--- config.mk ---
export PLATFORM = sky130hd
export DESIGN_NAME = ssed_window
export DESIGN_NICKNAME = d
export VERILOG_FILES = /design/src/design/ssed_pkg.sv /design/src/design/ssed_window.sv
export SDC_FILE = /design/constraint.sdc
export NUM_CORES = 1
export LEC_CHECK = 0
export CAP_MARGIN = 20
export CORE_MARGIN = 2
export CORE_UTILIZATION = 50
export DETAILED_ROUTE_END_ITERATION = 12
export DONT_BUFFER_PORTS = 1
export PLACE_DENSITY_LB_ADDON = 0.25
export SYNTH_ARGS = -nofsm -noshare
export SYNTH_HDL_FRONTEND = slang
export SYNTH_SLANG_ARGS = --single-unit
--- constraint.sdc ---
create_clock -name clk -period 6.8 [get_ports clk]
set_input_delay 2.04 -clock clk [delete_from_list [all_inputs] [get_ports clk]]
set_output_delay 2.04 -clock clk [all_outputs]
set_load 0.05 [all_outputs]
--- src/design/ssed_pkg.sv ---
package ssed_pkg;

	localparam int ROW_BITS      = 10;
	localparam int COL_OUT_BITS  = 10;
	localparam int COUNT_BITS    = 20;
	localparam int CFG_BITS      = 11;
	localparam int CFG_IDX_BITS  = 1;
	localparam int SCALES        = 3;
	localparam int WIN_SIZE      = 27;
	localparam int WIN_CENTRE    = 13;
	localparam int SCALE_TAPS    = 9;
	localparam int ROW_TAPS      = 3;
	localparam int OUT_DEPTH     = 4;
	localparam int OUT_PTR_BITS  = 2;

	localparam logic [COUNT_BITS-1:0] COUNT_MAX = '1;

	localparam logic [CFG_IDX_BITS-1:0] REG_IMAGE_WIDTH  = 1'b0;
	localparam logic [CFG_IDX_BITS-1:0] REG_IMAGE_HEIGHT = 1'b1;

	localparam logic [CFG_BITS-1:0] WIDTH_RESET  = 11'd640;
	localparam logic [CFG_BITS-1:0] HEIGHT_RESET = 11'd480;
	localparam logic [CFG_BITS-1:0] MIN_SIZE     = 11'd3;
	localparam logic [CFG_BITS-1:0] MAX_HEIGHT   = 11'd1024;

	// Scale order in all per-scale arrays
	localparam int SCALE_LOW  = 0;
	localparam int SCALE_MID  = 1;
	localparam int SCALE_HIGH = 2;

	typedef struct packed {
		logic                    emit;
		logic                    clr;
		logic [ROW_BITS-1:0]     centre_row;
		logic [COL_OUT_BITS-1:0] centre_col;
		logic                    frame_done;
	} ctrl_t;

	typedef struct packed {
		logic [ROW_BITS-1:0]     centre_row;
		logic [COL_OUT_BITS-1:0] centre_col;
		logic                    is_extremum;
		logic [COUNT_BITS-1:0]   extrema_count;
		logic                    frame_done;
	} res_t;

endpackage

--- src/design/ssed_window.sv ---
module ssed_window import ssed_pkg::*; #(
	parameter int PIXEL_BITS = 16
) (
	input  logic                         clk,
	input  logic                         arst_n,
	input  logic                         shift,
	input  ctrl_t                        ctrl_in,
	input  logic signed [PIXEL_BITS-1:0] col_top [SCALES],
	input  logic signed [PIXEL_BITS-1:0] col_mid [SCALES],
	input  logic signed [PIXEL_BITS-1:0] col_new [SCALES],
	output logic                         s2_valid,
	output logic                         res_push,
	output res_t                         res_data
);

	logic signed [PIXEL_BITS-1:0] win_q [WIN_SIZE];
	ctrl_t                        ctrl_s2;
	logic                         v_s2;
	logic [COUNT_BITS-1:0]        total_q;
	logic [COUNT_BITS-1:0]        base;
	logic [COUNT_BITS-1:0]        total_next;
	logic                         gt;
	logic                         lt;
	logic                         ext;
	logic                         bump;

	// Per scale: taps r*3+c, column 2 is the newest
	always_ff @(posedge clk) begin
		if (shift) begin
			for (int s = 0; s < SCALES; s++) begin
				for (int r = 0; r < ROW_TAPS; r++) begin
					win_q[s*SCALE_TAPS + r*ROW_TAPS]     <= win_q[s*SCALE_TAPS + r*ROW_TAPS + 1];
					win_q[s*SCALE_TAPS + r*ROW_TAPS + 1] <= win_q[s*SCALE_TAPS + r*ROW_TAPS + 2];
				end
				win_q[s*SCALE_TAPS + 2] <= col_top[s];
				win_q[s*SCALE_TAPS + 5] <= col_mid[s];
				win_q[s*SCALE_TAPS + 8] <= col_new[s];
			end
			ctrl_s2 <= ctrl_in;
		end
	end

	always_ff @(posedge clk or negedge arst_n) begin
		if (!arst_n) begin
			v_s2    <= 1'b0;
			total_q <= '0;
		end else begin
			v_s2 <= shift;
			if (v_s2) begin
				total_q <= total_next;
			end
		end
	end

	always_comb begin
		gt = 1'b1;
		lt = 1'b1;
		for (int k = 0; k < WIN_SIZE; k++) begin
			if (k != WIN_CENTRE) begin
				if (!(win_q[WIN_CENTRE] > win_q[k])) gt = 1'b0;
				if (!(win_q[WIN_CENTRE] < win_q[k])) lt = 1'b0;
			end
		end
	end

	assign ext        = gt || lt;
	assign base       = ctrl_s2.clr ? '0 : total_q;
	assign bump       = ctrl_s2.emit && ext && (base != COUNT_MAX);
	assign total_next = base + COUNT_BITS'(bump);

	assign s2_valid = v_s2;
	assign res_push = v_s2 && ctrl_s2.emit;

	always_comb begin
		res_data.centre_row    = ctrl_s2.centre_row;
		res_data.centre_col    = ctrl_s2.centre_col;
		res_data.is_extremum   = ext;
		res_data.extrema_count = total_next;
		res_data.frame_done    = ctrl_s2.frame_done;
	end

endmodule

Word level (Yosys, flattened, before mapping) --
Memory sizes are Yosys's and may differ from the RTL's. Cells that the tools add are included.
Storage, ports and cells: register bits 44, latch bits 0, RAM bits 432, bits in read-only memories 0, input bits 170, output and inout port bits 44, word-level logic and storage cells 121, memories 1
Operators by class: add/sub/neg operators 1, $mul 0, divide/modulo/power cells 0, $lt $le $gt $ge 52, equal/unequal tests 1, shift-type cells 0, mux-type cells 55, bitwise operators 0, reductions and logical operators 4
Memories:
- win_q | depth 27, width 16, rd ports 27, clocked after memory_dff 0, wr ports 27, line ssed_window.sv:16 | logic signed [PIXEL_BITS-1:0] win_q [WIN_SIZE];
Operator list (count):
- > comparator 16 bit | 26
- < comparator 16 bit | 26
- 2-to-1 mux 1 bit | 54
- adder 20 x 1 -> 20 bit | 1
- 2-to-1 mux 20 bit | 1
- != test 20 bit, second input constant | 1
- logical AND 1 bit | 3
- logical OR 1 bit | 1

Depth between registers and ports, before layout --
Gate-level depths: netlist of the first run.
depth in word-level cells 31, mapped depth 20, depth with buffers taken out 20

Least setup slack after synthesis of the first run --
No wires, ideal clock.
path type register to output, start mem win_q[13][9], end out res_data[17] (netlist bit), data arrival time 5.294 ns, required time 4.760 ns, slack -0.534 ns, cell stages (with the launch flop) 18, buffers on the path 0, cells stage by stage edfxtp_1 ha_1 a21o_1 a21o_1 a21oi_1 o21ai_0 mux2_4 or3_1 or4_1 or4_1 a21oi_1 ha_1 ha_1 nand2_1 or3_1 inv_1 nand2_1 xnor2_1
RTL lines:
- start: declaration | line ssed_window.sv:16
- end: declaration | line ssed_window.sv:13 | output res_t res_data

==> results of run 1 <==
[report_power, final]
part,internal (mW),leakage [nW],total [mW],switching [mW]
Sequential,3.45,4.74,3.60,0.152
Clock,1.66,0.836,2.86,1.20
Combinational,0.498,8.45,1.10,0.597
[worst max path at each step]
stage / slack (ns) / start / to
finish: -0.81 / win_q[13][15] / res_data[8]
global route: -1.04 / win_q[13][7] / res_data[8]
CTS: -0.73 / win_q[13][11] / res_data[15]
detailed placement: -0.33 / win_q[13][7] / res_data[19]
global placement: -0.33 / win_q[13][7] / res_data[15]
floorplan: -0.13 / win_q[13][9] / res_data[15]
[logic make-up after synthesis]
group / Yosys count / synth area share
buffers and inverters: 439 / 0.06684
AOI/OAI and AO/OA: 328 / 0.08202
and+or+nand+nor: 375 / 0.08246
DFF: 476 / 0.5481
adders and majority gates: 418 / 0.2020
muxes: 30 / 0.01281
xor gates and xnor gates: 17 / 0.005751
[synth_stat cells (3+ instances only)]
library cell and number:
edfxtp_1 455, ha_1 418, inv_1 412, a21oi_1 145, nand4_1 83, nand2_1 73, a21o_1 43, nand3_1 35
nor2b_1 34, nor2_1 33, nor4_1 28, o21ai_0 24, buf_4 22, o211ai_1 22, dfrtp_1 21, mux2_2 21
nor3_1 19, and4_1 18, a2111oi_0 16, nand2b_1 13, xnor2_1 13, a31oi_1 10, a211oi_1 8, a21boi_0 8
mux2i_1 8, o22ai_1 7, or4_1 6, a2111o_1 5, o31ai_1 5, and3_1 4, o21a_1 4, o21bai_1 4
or3_1 4, xor2_1 4, clkbuf_1 3, nand4b_1 3, nor4b_1 3, o32ai_1 3, or3b_2 3
[worst max-delay path: cells and delay by family, from the launching register on]
family / cells / cell delay (ns)
compound gates: 3 / 0.71
fa+ha+maj: 2 / 0.45
buf+inv: 6 / 0.99
flops: 1 / 0.45
simple gates: 9 / 2.34
[cells in the final DEF (no fill, tap or decap), types with 21 or more instances in the layout]
master	n
a21o_1	43
a21oi_1	137
buf_12	24
buf_4	219
clkbuf_16	53
dfrtp_1	21
edfxtp_1	455
ha_1	410
inv_1	411
mux2_2	21
nand2_1	71
nand3_1	34
nand4_1	83
nor2_1	27
nor2b_1	34
o211ai_1	22
[area by class of cell]
class | count | area (µm²) | area share
inverter | 412 | 1546 | 0.04976
clock inverter | 35 | 362.8 | 0.01167
sequential | 476 | 14190 | 0.4565
timing repair buffer | 258 | 2301 | 0.07403
clock buffer | 60 | 1353 | 0.04352
tap | 680 | 850.8 | 0.02737
multi-input combinational | 1168 | 10480 | 0.3371
[state kept, by name, summed over array words and instances (netlist names)]
register and count:
win_q 432, res_data 21, total_q 20, ctrl_s2 2, s2_valid 1
[timing repair]
action / in CTS / in global routing
gates resized for setup: 79 / 18
pin swaps: 22 / 6
buffers inserted: 25 / 2
setup endpoints to repair: 19 / 19
[metrics by stage]
| stage | std cells | TNS [ns] | area (µm²) | hold WS, ns | power, mW |
|---|---|---|---|---|---|
| 2_1_floorplan | 2083 | -0.2395 | 25980 | 0.4264 | 4.220 |
| 3_3_place_gp | 2967 | -2.909 | 28630 | 0.4300 | 4.624 |
| 3_5_place_dp | 2967 | -2.887 | 28630 | 0.4334 | 4.672 |
| 4_1_cts | 3087 | -9.403 | 30950 | 0.4474 | 7.597 |
| 5_1_grt | 3089 | -14.52 | 31080 | 0.4515 | 7.884 |
| 6_report | 3089 | -10.24 | 31080 | 0.4473 | 7.565 |
[layer usage]
layer | vias up | global-route usage | wire, µm
li1 | 8232 | - | -
met1 | 8447 | 0.3310 | 28690
met2 | 472 | 0.4089 | 31040
met3 | 123 | 0.03297 | 3341
met4 | 0 | 0.08093 | 1881
met5 | - | 0 | 0
==> impl_metrics.json, run 1 <==
{
  "fin_nets": 2957,
  "yosysWarnings": 0,
  "setup_ws_ns": -0.8107,
  "fp.dieW_um": 231.5,
  "status": "finished, violations left",
  "routed_wl_um": 64950,
  "critPathArrivalTime_ns": 5.57,
  "skew_ns": 0.02247,
  "synth-seq-area-share": 0.5481,
  "area_delta_synth_final_pct": 20.06,
  "die_area_um2": 53610,
  "drc": 0,
  "initial_core_util": 0.5046,
  "grt_pass1_wl_um": 99900,
  "ys_types": 71,
  "cts-htree-levels": 2,
  "fin_crit_ns": 7.611,
  "cp_max_fo": 11,
  "worstReg2RegEnd": "total_q[14]",
  "violations": "setup timing",
  "postRouteAntennaNets": 0,
  "io_pins": 214,
  "clkSinkCount": 476,
  "grt_pass1_vias": 17970,
  "synth.area.top_cells": "edfxtp_1, ha_1, inv_1",
  "hp-class": "reg2reg",
  "synth_area_um2": 25890,
  "r2r_slack_ns": 1.59,
  "syn_area_per_cell_um2": 12.43,
  "cts-buffers-inserted": 53,
  "via_per_inst": 5.592,
  "synth_edf_count": 455,
  "clk_latency_ns": 0.62,
  "worstSetupStartpointType": "flip-flop",
  "maxCapViolCount": 0,
  "synthCells": 2083,
  "crit_slowest_cell": "nor4_1",
  "gr-total-overflow": 0,
  "coreArea_um2": 51300,
  "crit_type": "reg2out",
  "setup_viol": 18,
  "grt_start_max_net_pins": 457,
  "max_freq_mhz": 131.4,
  "rr_worst_depth": 22,
  "min_from": "win_q[25][11]",
  "rsz0062_at_grt": "true",
  "crit_path_end_kind": "output pin",
  "dpl.hpwl_um": 47630,
  "fillers": 4050,
  "rows": 83,
  "period_share": 1.119,
  "routedWlPerCell_um": 21.03,
  "slowest_delay_ns": 0.64,
  "firstDrtPassIters": 5,
  "hold_path_depth": 0,
  "cp_common_cell": "buf_4",
  "root_buffer": "clkbuf_16",
  "cts_tree": "done",
  "vias": 17270,
  "synth-async-reset-ratio": 0.04412,
  "report.final.slew_viol_count": 0,
  "path_cells": "buf_12 > buf_4 > ha_1 > nand4_1 > nor4_1 > a21boi_0 > nor4_1 > nor4b_1 > nand4_1 > nor4_1 > nand2_1 > a21oi_2 > buf_4 > ha_4 > buf_4 > nand3_1 > buf_4 > or3_1 > a21oi_2 > buf_12",
  "dp_slack_ns": -0.3302,
  "first_iter_violations": 1182,
  "cts_hold_buf": 0,
  "track_usage": 0.2450,
  "cts_buffer_depth": 3,
  "synth_top_area_cell": "edfxtp_1",
  "layout-drive-gt1-share": 0.1831,
  "holdPathEnd": "win_q[24][11]",
  "power_leakage_nw": 14.03,
  "antenna_found_initial": 0,
  "finalHoldViolCount": 0,
  "synth-main-ff-cell": "edfxtp_1",
  "slew_headroom": 0.4005,
  "syn-num-nets": 2671,
  "p_per_area_nw_per_um2": 243.4,
  "required_ns": 4.76,
  "die_y_um": 231.5,
  "synth_top_area_share": 0.5278,
  "io_buffers": 0,
  "ys_ff_latch": 476,
  "antenna_cells": 0,
  "worstMarginPinSlew_ns": 0.8910,
  "gp_congestion": 0.9251,
  "rr_startpoint": "win_q[13][15]",
  "path_clk_slew_ns": 0.06,
  "ir_worst_vdd_mv": 0.2460,
  "final_util": 0.6058
}
(Power assumes the default switching activity.)
==> run 2: changes to the inputs <==
--- a/config.mk
+++ b/config.mk
@@ -6,11 +6,14 @@
 export NUM_CORES = 1
 export LEC_CHECK = 0
 export CAP_MARGIN = 20
+export CELL_PAD_IN_SITES_DETAIL_PLACEMENT = 1
+export CELL_PAD_IN_SITES_GLOBAL_PLACEMENT = 1
 export CORE_MARGIN = 2
-export CORE_UTILIZATION = 50
+export CORE_UTILIZATION = 48
 export DETAILED_ROUTE_END_ITERATION = 12
 export DONT_BUFFER_PORTS = 1
 export PLACE_DENSITY_LB_ADDON = 0.25
+export RECOVER_POWER = 100
 export SYNTH_ARGS = -nofsm -noshare
 export SYNTH_HDL_FRONTEND = slang
 export SYNTH_SLANG_ARGS = --single-unit
==> run 2 against run 1 <==
  * The flow finishes with violations (slew limit, setup timing)
  * First-iteration DRC count fell by 0.85%
  * Sequential share of layout area down 1.9 points
  * Clock-buffer cell count fell by 2
  * Design area rose by 4.3%
  * Clock skew shrank 0.0083 ns
  * Die area is 4.1% higher
  * Clock power increased by 5%
  * Critical endpoint is now res_data[15]
  * Largest power group unchanged
==> impl_metrics.json, run 2 (synthesis results as in run 1) <==
{
  "status": "finished, violations left",
  "period_share": 1.148,
  "p_seq_frac": 0.458,
  "critPathArrivalTime_ns": 5.77,
  "gr-total-overflow": 0,
  "final_common_cell": "edfxtp_1",
  "antenna_found_initial": 2,
  "ir_worst_vdd_mv": 0.2492,
  "hp-class": "reg2reg",
  "crit_path_end_kind": "output pin",
  "p_int_mw": 5.779,
  "cts_tree": "done",
  "clk_latency_ns": 0.62,
  "maxCapViolCount": 0,
  "regMostFlops": "win_q",
  "clkPwrFrac": 0.381,
  "cts_hold_buf": 0,
  "clkSinkCount": 476,
  "min_from": "win_q[14][4]",
  "routedWlPerCell_um": 24.57,
  "gp_congestion": 0.8610,
  "area_delta_synth_final_pct": 25.24,
  "switching_power_mw": 2.121,
  "io_buffers": 0,
  "cts-htree-levels": 2,
  "firstDrtPassIters": 5,
  "layout.cells.non_filler": 3153,
  "grt_start_max_net_pins": 457,
  "dpl.hpwl_um": 52450,
  "violations": "slew limit, setup timing",
  "fin_crit_ns": 7.807,
  "final_cell_mix": "edfxtp_1, inv_1, ha_1",
  "skew_ns": 0.01419,
  "layout-drive-gt1-share": 0.2301,
  "finalHoldViolCount": 0,
  "regArea_um2": 14190,
  "dp_slack_ns": -0.6941,
  "vias": 18110,
  "worstSetupStartpointType": "flip-flop",
  "report.final.slew_viol_count": 147,
  "cts_buffer_depth": 3,
  "p_comb_frac": 0.161,
  "setup_viol": 18,
  "routed_wl_um": 77460,
  "grt_pass1_vias": 19650,
  "rows": 85,
  "coreArea_um2": 53600,
  "postRouteAntennaNets": 0,
  "worstMarginPinSlew_ns": 1.947,
  "fp.dieW_um": 236.2,
  "path_clk_slew_ns": 0.06,
  "multi_input_area_um2": 11240,
  "cts-buffers-inserted": 52,
  "drc": 0,
  "swShare": 0.2685,
  "slew_headroom": -0.2983,
  "initial_core_util": 0.4830,
  "track_usage": 0.2622,
  "largest_reg_flops": 432,
  "max_freq_mhz": 128.1,
  "p_per_area_nw_per_um2": 243.7,
  "crit_type": "reg2out",
  "cp_max_fo": 7,
  "fillers": 5318,
  "rsz0062_at_grt": "true",
  "grt_pass1_wl_um": 111700,
  "dp_cells": 2990,
  "rr_startpoint": "win_q[13][15]",
  "cp-startpoint": "win_q[13][15]",
  "setup_ws_ns": -1.007,
  "die_area_um2": 55800,
  "first_iter_violations": 1172,
  "die_y_um": 236.2,
  "power_leakage_nw": 14.44,
  "via_per_inst": 5.744,
  "io_pins": 214,
  "root_buffer": "clkbuf_16",
  "required_ns": 4.76,
  "fin_nets": 2999
}
[run 2: cell types whose count changed in the layout (fill, tap and decap cells not counted), sizes merged]
cell      change
buf          +21
bufinv        +2
clkbuf       +20
clkinvlp      +3
diode         +2
[run 2: metal layers]
metal	vias to the layer above	GRT usage	share of wire
met4	0	0.1103	0.042
met1	9117	0.3263	0.41
met3	165	0.03932	0.048
li1	8321	-	-
met5	-	0	0
met2	509	0.4562	0.50
[run 2: power groups by stage]
stage	clock [mW]	combinational, mW	sequential [mW]
after global placement	0	0.965	3.66
final	3.01	1.27	3.62
after global routing	3.16	1.40	3.63
after floorplan	0	0.624	3.60
after CTS	3.06	1.11	3.61
after detailed placement	0	1.05	3.67
[run 2: stage by stage]
step	setup TNS [ns]	instance area (µm²)	util	total power [mW]	hold slack, ns
final	-14.87	32420	0.6049	7.901	0.4444
after floorplan	-0.2395	25980	-	4.220	0.4264
after CTS	-14.09	31080	0.5798	7.776	0.4443
after global placement	-5.062	28680	0.5350	4.622	0.4291
after global routing	-17.44	32420	0.6049	8.188	0.4522
after detailed placement	-8.405	28680	0.5350	4.714	0.4346
[run 2: layout make-up]
| class | count | area share |
|---|---|---|
| clock buffer | 58 | 0.04149 |
| tap | 696 | 0.02686 |
| clock inverter | 40 | 0.01447 |
| sequential | 476 | 0.4376 |
| multi-input combinational | 1168 | 0.3466 |
| timing repair buffer | 301 | 0.08502 |
| antenna | 2 | 0.0001544 |
| inverter | 412 | 0.04778 |
[run 2: worst paths after layout]
| kind | endpoint | slack [ns] | cells past startpoint |
|---|---|---|---|
| worst max-delay path | res_data[15] | -1.01 | 21 |
| worst min-delay path | win_q[13][4] | 0.44 | 0 |
| worst max register to register | total_q[18] | 1.28 | 22 |
| worst min register to register | win_q[13][4] | 0.44 | 0 |
| max in group asynchronous | total_q[2] | 5.60 | 0 |
| min in group asynchronous | total_q[15] | 1.12 | 0 |
[run 2: what timing repair did]
item | 4_1_cts | 5_1_grt
setup buffers | 20 | 41
cloned | 1 | 2
endpoints found under the setup margin | 20 | 20
gates resized for setup | 76 | 162
pin swaps | 21 | 67
[run 2: critical path: stages (launching register included)]
cell and delay (ns):
edfxtp_1 0.45, buf_6 0.17, buf_12 0.15, ha_4 0.27
nand4_1 0.16, or3_4 0.40, a2111oi_4 0.36, o21ba_2 0.22
or2_0 0.12, o2111ai_1 0.14, or4_4 0.55, or4_4 0.47
a21oi_2 0.14, buf_4 0.12, ha_4 0.14, ha_4 0.15
nand2_4 0.05, or3_4 0.41, inv_4 0.07, nand3_2 0.09
xor2_2 0.17, nor2_4 0.31
